## config.mk

```make
export PLATFORM = sky130hd
export DESIGN_NAME = run_length_byte_encoder_core
export DESIGN_NICKNAME = d
export VERILOG_FILES = /design/src/rtl/rlbe_pkg.sv /design/src/rtl/run_length_byte_encoder_core.sv
export VERILOG_INCLUDE_DIRS = /design/src /design/src/rtl
export SDC_FILE = /design/constraint.sdc
export NUM_CORES = 1
export LEC_CHECK = 0
export BUFFER_PORTS_ARGS = -buffer_cell sky130_fd_sc_hd__buf_2
export CAP_MARGIN = 20
export CORE_ASPECT_RATIO = 0.6
export CORE_MARGIN = 1
export CORE_UTILIZATION = 55
export CTS_CLUSTER_DIAMETER = 60
export DETAILED_ROUTE_END_ITERATION = 8
export HOLD_SLACK_MARGIN = 0.1
export PLACE_DENSITY = 0.69
export RECOVER_POWER = 100
export SYNTH_ARGS = -nofsm -noshare
export SYNTH_HDL_FRONTEND = slang
export SYNTH_SLANG_ARGS = --single-unit
export TNS_END_PERCENT = 50
```

## constraint.sdc

```tcl
create_clock -name aclk -period 6.4 [get_ports aclk]
set_clock_uncertainty 0.05 [all_clocks]
set_input_delay 0.64 -clock aclk [delete_from_list [all_inputs] [get_ports aclk]]
set_output_delay 0.64 -clock aclk [all_outputs]
set_load 0.005 [all_outputs]
```

## src/rtl/run_length_byte_encoder_core_assert.svh

```systemverilog
// Assertion macros shared by the encoder RTL.
`ifndef RUN_LENGTH_BYTE_ENCODER_CORE_ASSERT_SVH
`define RUN_LENGTH_BYTE_ENCODER_CORE_ASSERT_SVH

// The consequent must hold in the same cycle as the antecedent.
`define RLBE_ASSERT_NOW(label, ante, cons) \
    label: assert property (@(posedge aclk) disable iff (!aresetn) (ante) |-> (cons)) \
        else $error("encoder assertion failed");

// The consequent must hold in the cycle after the antecedent.
`define RLBE_ASSERT_NEXT(label, ante, cons) \
    label: assert property (@(posedge aclk) disable iff (!aresetn) (ante) |=> (cons)) \
        else $error("encoder assertion failed");

`endif

```

## src/rtl/rlbe_pkg.sv

```systemverilog
package rlbe_pkg;

    localparam int CHUNK_BYTES = 4096;
    localparam int COUNT_W     = $clog2(CHUNK_BYTES + 1);
    localparam int MAX_RESULTS = 4;
    localparam int OUT_DEPTH   = 8;
    localparam int PTR_W       = $clog2(OUT_DEPTH);
    localparam int FILL_W      = $clog2(OUT_DEPTH + 1);

    localparam logic [1:0] CFG_VISIBLE_MASK = 2'd0;
    localparam logic [1:0] CFG_REPEAT_MASK  = 2'd1;
    localparam logic [1:0] CFG_AIR_CODE     = 2'd2;

    localparam logic [15:0] HEADER_SIZE = 16'd2;
    localparam logic [7:0]  MAX_EXTRA   = 8'hff;

    typedef struct packed {
        logic [7:0]  out_byte;
        logic        is_body;
        logic [15:0] total_size;
        logic        only_air;
        logic        last;
    } rlbe_item_t;

    function automatic rlbe_item_t body_item(logic [7:0] value);
        rlbe_item_t item;
        item.out_byte   = value;
        item.is_body    = 1'b1;
        item.total_size = '0;
        item.only_air   = 1'b0;
        item.last       = 1'b0;
        return item;
    endfunction

endpackage

```

## src/rtl/run_length_byte_encoder_core.sv

```systemverilog
// Run-length byte encoder. One input byte is accepted per clock cycle; its results are
// computed in the same cycle and written into an 8-entry result queue, which delivers one
// result item per cycle while m_tready is high. The input is held off while fewer than
// four queue entries are free, so the sustained rate is one byte per cycle as long as
// the chunk yields on average no more than one result per byte, and the output rate of
// one item per cycle bounds it otherwise. Configuration writes are always taken.
module run_length_byte_encoder_core import rlbe_pkg::*; (
    input  logic        aclk,
    input  logic        aresetn,
    input  logic        s_tvalid,
    output logic        s_tready,
    input  logic [7:0]  s_tdata,   // [7:0] in_byte
    input  logic        s_tlast,   // in_last
    output logic        m_tvalid,
    input  logic        m_tready,
    output logic [31:0] m_tdata,   // [7:0] out_byte, [23:8] total_size, [24] only_air
    output logic        m_tuser,   // is_body
    output logic        m_tlast,   // last
    input  logic        cfg_valid,
    output logic        cfg_ready,
    input  logic [1:0]  cfg_index,
    input  logic [7:0]  cfg_data
);

    logic [7:0] visible_mask_reg;
    logic [7:0] repeat_mask_reg;
    logic [7:0] air_code_reg;

    logic               run_open_reg, run_open_next;
    logic [7:0]         run_type_reg, run_type_next;
    logic [7:0]         run_extra_reg, run_extra_next;
    logic [15:0]        size_count_reg, size_count_next;
    logic               all_air_reg, all_air_next;
    logic [COUNT_W-1:0] byte_count_reg, byte_count_next;

    rlbe_item_t         queue_reg [OUT_DEPTH];
    logic [PTR_W-1:0]   wr_ptr_reg, rd_ptr_reg;
    logic [FILL_W-1:0]  fill_reg, fill_next;

    rlbe_item_t         items [MAX_RESULTS];
    logic [2:0]         n_items;
    logic               in_fire, out_fire;
    logic [7:0]         masked;
    logic               chunk_end, extend, air_now;
    logic [COUNT_W-1:0] count_inc;
    logic [7:0]         cur_type, cur_extra;
    logic [16:0]        size_sum;
    logic [15:0]        size_sat;
    rlbe_item_t         head;

    assign cfg_ready = 1'b1;
    assign s_tready  = (fill_reg <= FILL_W'(OUT_DEPTH - MAX_RESULTS));
    assign in_fire   = s_tvalid && s_tready;
    assign m_tvalid  = (fill_reg != '0);
    assign out_fire  = m_tvalid && m_tready;

    assign head    = queue_reg[rd_ptr_reg];
    assign m_tdata = {7'd0, head.only_air, head.total_size, head.out_byte};
    assign m_tuser = head.is_body;
    assign m_tlast = head.last;

    always_ff @(posedge aclk) begin
        if (!aresetn) begin
            visible_mask_reg <= 8'd128;
            repeat_mask_reg  <= 8'd128;
            air_code_reg     <= 8'd0;
        end else if (cfg_valid && cfg_ready) begin
            unique case (cfg_index)
                CFG_VISIBLE_MASK: visible_mask_reg <= cfg_data;
                CFG_REPEAT_MASK:  repeat_mask_reg  <= cfg_data;
                CFG_AIR_CODE:     air_code_reg     <= cfg_data;
                default: ;
            endcase
        end
    end

    always_comb begin
        masked    = s_tdata & ~visible_mask_reg;
        count_inc = byte_count_reg + COUNT_W'(1);
        chunk_end = s_tlast || (count_inc >= COUNT_W'(CHUNK_BYTES));
        air_now   = all_air_reg && (masked == air_code_reg);
        extend    = run_open_reg && (masked == run_type_reg) && (run_extra_reg != MAX_EXTRA);

        for (int k = 0; k < MAX_RESULTS; k++) begin
            items[k] = '0;
        end
        n_items = '0;

        if (run_open_reg && !extend) begin
            if (run_extra_reg == 8'd0) begin
                items[n_items[1:0]] = body_item(run_type_reg);
                n_items = n_items + 3'd1;
            end else begin
                items[n_items[1:0]] = body_item(run_type_reg | repeat_mask_reg);
                n_items = n_items + 3'd1;
                items[n_items[1:0]] = body_item(run_extra_reg);
                n_items = n_items + 3'd1;
            end
        end

        cur_type  = extend ? run_type_reg : masked;
        cur_extra = extend ? (run_extra_reg + 8'd1) : 8'd0;

        if (chunk_end) begin
            if (cur_extra == 8'd0) begin
                items[n_items[1:0]] = body_item(cur_type);
                n_items = n_items + 3'd1;
            end else begin
                items[n_items[1:0]] = body_item(cur_type | repeat_mask_reg);
                n_items = n_items + 3'd1;
                items[n_items[1:0]] = body_item(cur_extra);
                n_items = n_items + 3'd1;
            end
        end

        size_sum = {1'b0, size_count_reg} + {14'd0, n_items};
        size_sat = size_sum[16] ? 16'hffff : size_sum[15:0];

        if (chunk_end) begin
            items[n_items[1:0]].out_byte   = 8'd0;
            items[n_items[1:0]].is_body    = 1'b0;
            items[n_items[1:0]].total_size = air_now ? HEADER_SIZE : size_sat;
            items[n_items[1:0]].only_air   = air_now;
            items[n_items[1:0]].last       = 1'b1;
            n_items = n_items + 3'd1;
        end

        if (!in_fire) begin
            n_items = '0;
        end

        run_open_next   = run_open_reg;
        run_type_next   = run_type_reg;
        run_extra_next  = run_extra_reg;
        size_count_next = size_count_reg;
        all_air_next    = all_air_reg;
        byte_count_next = byte_count_reg;
        if (in_fire) begin
            if (chunk_end) begin
                run_open_next   = 1'b0;
                run_type_next   = 8'd0;
                run_extra_next  = 8'd0;
                size_count_next = HEADER_SIZE;
                all_air_next    = 1'b1;
                byte_count_next = '0;
            end else begin
                run_open_next   = 1'b1;
                run_type_next   = cur_type;
                run_extra_next  = cur_extra;
                size_count_next = size_sat;
                all_air_next    = air_now;
                byte_count_next = count_inc;
            end
        end

        fill_next = fill_reg + FILL_W'(n_items) - FILL_W'(out_fire);
    end

    always_ff @(posedge aclk) begin
        if (!aresetn) begin
            run_open_reg   <= 1'b0;
            run_type_reg   <= 8'd0;
            run_extra_reg  <= 8'd0;
            size_count_reg <= HEADER_SIZE;
            all_air_reg    <= 1'b1;
            byte_count_reg <= '0;
            wr_ptr_reg     <= '0;
            rd_ptr_reg     <= '0;
            fill_reg       <= '0;
        end else begin
            run_open_reg   <= run_open_next;
            run_type_reg   <= run_type_next;
            run_extra_reg  <= run_extra_next;
            size_count_reg <= size_count_next;
            all_air_reg    <= all_air_next;
            byte_count_reg <= byte_count_next;
            wr_ptr_reg     <= wr_ptr_reg + PTR_W'(n_items);
            rd_ptr_reg     <= rd_ptr_reg + PTR_W'(out_fire);
            fill_reg       <= fill_next;
        end
    end

    always_ff @(posedge aclk) begin
        for (int k = 0; k < MAX_RESULTS; k++) begin
            if (3'(k) < n_items) begin
                queue_reg[wr_ptr_reg + PTR_W'(k)] <= items[k];
            end
        end
    end

`include "run_length_byte_encoder_core_assert.svh"

    `RLBE_ASSERT_NOW(a_fill_bound, 1'b1, fill_reg <= FILL_W'(OUT_DEPTH))
    `RLBE_ASSERT_NOW(a_air_size, m_tvalid && m_tdata[24], (m_tdata[23:8] == HEADER_SIZE) && m_tlast && !m_tuser)
    `RLBE_ASSERT_NEXT(a_chunk_clear, s_tvalid && s_tready && s_tlast, (byte_count_reg == '0) && !run_open_reg)
    `RLBE_ASSERT_NEXT(a_drain, out_fire && (fill_reg == FILL_W'(1)) && !in_fire, !m_tvalid)

endmodule
```

# Yosys cells after proc, flatten, opt, wreduce, memory -nomap -nowiden
# Memory sizes are Yosys's and may differ from the RTL's. A register that Yosys moved wholly into a read port is not among the register bits.
# Cells that the tools add are included.
op_classes:
  add_sub_neg: 13
  order_cmp: 12
  eq_ne: 5
  mux: 53
  bitwise: 7
  reduce_logical: 18
op_table:
  columns: ["cell", "n"]
  rows:
  - ["$bwmux 108", 8]
  - ["$demux 27 s2", 7]
  - ["$mux 108", 3]
  - ["$mux 27", 5]
  - ["$mux 54", 1]
  - ["$mux 16", 3]
  - ["$mux 8", 4]
  - ["$mux 19", 1]
  - ["$mux 18", 1]
  - ["$add 16x3->17", 1]
  - ["$eq 8x8->1", 2]
  - ["$logic_not 8->1", 2]
  - ["$or 8x8->8", 2]
  - ["$mux 3", 5]
  - ["$add 13x1->13 const B", 1]
  - ["$ge 13x13->1 const B", 1]
  - ["$mux 13", 1]
  - ["$add 3x1->3 const B", 4]
  - ["$mux 1", 11]
  - ["$ge 3x3->1 const B", 3]
  - ["$logic_and 1x1->1", 9]
  - ["$lt 3x1->1 const B", 3]
  - ["$not 2->3", 3]
  - ["$add 8x1->8 const B", 1]
  - ["other kinds (19)", 26]
totals:
  reg_bits: 81
  ramBits: 216
  in_bits: 24
  out_inout_bits: 37
  word_cells: 121
  mem_count: 1
mem_list:
  columns: ["memory", "depth", "width", "rd", "rd_clocked_by_memory_dff", "wr", "line_no", "rtl"]
  rows:
  - ["queue_reg", 8, 27, 1, 1, 4, "run_length_byte_encoder_core.sv:36", "rlbe_item_t queue_reg [OUT_DEPTH];"]

# Logic depth before layout (Yosys ltp)
depth:
  ltp_word: 23
  ltp_mapped: 21
  depth_no_buf: 19

# Worst setup path before layout
# OpenSTA, ideal clock, no wires.
synth_timing:
  kind: "in2reg"
  start: "input s_tdata[3]"
  end: "memory queue_reg[6][0] in the netlist's numbering, enable pin"
  setup_ns: 0.422
  t_arrival_ns: 4.608
  required_time_ns: 5.928
  setup_slack_ns: 1.320
  cell_stages: 15
  n_path_buf: 1
  path_cell_list: "nor2b_1 > xnor2_1 > nand4_1 > nor4_2 > and2_1 > buf_2 > nor3_1 > a21o_1 > ha_1 > nor2_1 > nand2_1 > o21ai_0 > nand2_1 > nand2_1 > o2111ai_1"
synth_rtl:
  columns: ["element", "line_no", "rtl"]
  rows:
  - ["from (decl)", "run_length_byte_encoder_core.sv:12", "input logic [7:0] s_tdata,"]
  - ["to (decl)", "run_length_byte_encoder_core.sv:36", null]

==> results_dict.tcl <==
set metrics [dict create \
    outcome "complete, but fails checks" \
    failed_checks "max-capacitance violations, max-slew violations" \
    cts_buffer_depth 3 \
    startpoint_type "flop" \
    cts_resized 0 \
    setup_viol 0 \
    clkLatencyLatePin_ns 0.59 \
    fillers 2342 \
    tns_ns 0 \
    netlist_area_mm2 0.0162 \
    peakVddDrop_uv 225 \
    drc 0 \
    slowest_stage "o2111ai_2" \
    die_w_um 223 \
    cts_buffers 28 \
    core.rowCount 48 \
    holdPathStages 3 \
    synth_cell_types 87 \
    dr.pass1.iters 6 \
    synth-edff-count 216 \
    drt-initial-drc-count 1664 \
    fin_crit_sh_pct 92.3 \
    antenna_found_initial 0 \
    synth_top_area_share_pct 40.1 \
    drv_slew 160 \
    hp-class "in -> reg" \
    cts_hold_buffers 0 \
    cp_top_family "compound AO/OA/AOI/OAI gates" \
    required_ns 6.66 \
    async_flop_share_pct 0 \
    syn_to_final_growth_pct 8.97 \
    ys.flop_type "edfxtp_1" \
    ys_warn_count 0 \
    path_class "reg -> reg" \
    hp-start "cfg_data[7]" \
    end_kind "flop" \
    fmax_mhz 169 \
    crit_arrival_ns 6.17 \
    wl_per_cell_um 24.4 \
    n_antenna_cell 0 \
    p_leak_uw 0.00598 \
    route.final.wire_length_um 46400 \
    clk_pin_slew_ns 0.06 \
    cap_violations 4 \
    fp.dieH_um 135 \
    critPathMaxFanout 18 \
    grt_use_total_pct 31.3 \
    dp_cells 1847 \
    grt_max_degree 55 \
    fin_ws_ns 0.490 \
    path_depth 17 \
    top_layer "met4" \
    dp_hpwl_um 31300 \
    r2r-end "queue_reg[5][16]$_DFFE_PP_" \
    relSlewSlack_pct -121 \
    cpPeakStageDelay_ns 0.91 \
    synthCells 1477 \
    yosysTopAreaCell "edfxtp_1" \
    hold_end "repeat_mask_reg[7]$_SDFFE_PN1P_" \
    h-tree-depth 1 \
    num_vias 12400 \
    yosys_register_bits 297 \
    grt_pass1_vias 11600 \
    r2r_start "run_extra_reg[0]$_SDFFE_PN0P_" \
    initial_core_util_pct 56.1 \
    hold_viol_final 0 \
    ys_seq_area_share_pct 50.1 \
    root_buffer "clkbuf_16" \
    port_buffers 52 \
    rsz0062_at_grt "false" \
    path_buf_inv 3 \
    drive_gt1_share_pct 15.7 \
    overflow 0 \
    drt-met1-wl_um 20200 \
    ant_nets 0 \
    clock_sinks 297 \
    postCtsSetupRepairBufs 0 \
    rr_worst_depth 17 \
    met2_length_um 19000 \
    dieArea_mm2 0.0301 \
    syn_area_per_cell_um2 11.0 \
    dp_slack_ns 0.932 \
    fin_nets 1549 \
    stdcell_count 1899 \
    coreArea_mm2 0.0288 \
    crit_chain "ha_1, nand3_2, nor2_2, a211oi_1, a2111o_1, buf_4, and2_0, o21a_1, ha_1, and3_1, inv_1, o21ai_0, o2111ai_2, o211a_1, o21a_1, buf_4, nor2_1" \
    power.density_mw_per_mm2 309 \
    netlist_top_cells_area "edfxtp_1 (40%), dfxtp_1 (10%), mux4_2 (7.5%)" \
    cts_tree "done" \
    gp_congestion 1.02 \
    avgViaCountPerCell 6.53 \
    dr_wl_met3_um 5800 \
    period_minus_slack_ns 5.91 \
    ff2ff_setup_slack_ns 0.49 \
    tightestPinTransition_ns 3.32 \
    grt_pass1_wl_um 70900 \
    largest_register_ffs 216 \
    pin_count 61 \
]
layer usage:
layer / global-route usage [%] / up-vias
li1: - / 5507
met1: 46.7 / 6021
met2: 44.2 / 771
met3: 9.12 / 100
met4: 9.32 / 0
met5: 0 / -
final cells by class:
type / count / area, um^2 / area share, %
Multi-Input combinational cell: 1043 / 7460 / 42.3
Tap cell: 375 / 469 / 2.66
Clock buffer: 41 / 769 / 4.36
Timing Repair Buffer: 97 / 529 / 3.00
Clock inverter: 11 / 163 / 0.922
Sequential cell: 297 / 8110 / 46.0
Inverter: 35 / 131 / 0.745
Yosys cell counts (all sizes together), types with 12 or more instances:
cell and instances:
nand3 42, clkbuf 49, nor2 232, buf 59, mux2 37, o21ai 71
o22ai 64, nor2b 12, xor2 20, and2 21, xnor2 25, dfxtp 81
inv 34, a21oi 86, nand2 98, ha 20, nand4 17, mux4 54
nor3 25, nand2b 15, mux2i 80, edfxtp 216
worst min-delay path, cell delays in order:
cell and delay, ns:
buf_2 0.10, mux2i_1 0.06, nand2_1 0.06
placed cells by master (no fill, tap or decap), types with 39 or more instances in the layout:
master,netlist,final
mux2i_1,79,79
a21oi_1,83,83
nand3_1,41,41
nor2_1,226,226
buf_2,24,39
edfxtp_1,216,216
dfxtp_1,81,79
nand2_1,98,98
mux4_2,54,54
o22ai_1,64,64
o21ai_0,54,59
per-stage QoR:
stage                     hold WS (ns)  total power, uW  instance area, um^2  utilization (%)
after CTS                        0.254             5450                17700             61.5
after global placement           0.392             3750                16800             58.2
after floorplan                  0.386             3310                16200                -
final                            0.259             5450                17600             61.2
after global routing             0.276             5660                17600             61.2
after detailed placement         0.405             3760                16800             58.2
kinds of logic (layout without fill, tap and decap cells):
| logic type | count (synthesis) | in the layout | synth area share [%] |
|---|---|---|---|
| simple gates | 496 | 496 | 14.3 |
| fa+ha+maj | 23 | 23 | 1.92 |
| flops | 297 | 297 | 50.1 |
| other cells | 2 | 8 | 0.0464 |
| buf+inv | 143 | 184 | 4.21 |
| compound gates | 300 | 300 | 11.9 |
| mux | 171 | 171 | 15.1 |
| xor+xnor | 45 | 45 | 2.44 |
worst max path at each step:
| stage | from | to |
|---|---|---|
| detailed placement | s_tdata[2] | queue_reg[4][7]$_DFFE_PP_ |
| global route | run_extra_reg[0]$_SDFFE_PN0P_ | queue_reg[4][21]$_DFFE_PP_ |
| global placement | s_tdata[1] | queue_reg[0][17]$_DFFE_PP_ |
| CTS | run_extra_reg[0]$_SDFFE_PN0P_ | queue_reg[4][7]$_DFFE_PP_ |
| floorplan | s_tdata[3] | queue_reg[6][0]$_DFFE_PP_ |
| finish | run_extra_reg[0]$_SDFFE_PN0P_ | queue_reg[5][16]$_DFFE_PP_ |
power breakdown:
part / switching (uW) / internal (uW)
logic: 824 / 597
registers: 98.6 / 2220
clock network: 748 / 962
(Power assumes the default switching activity.)
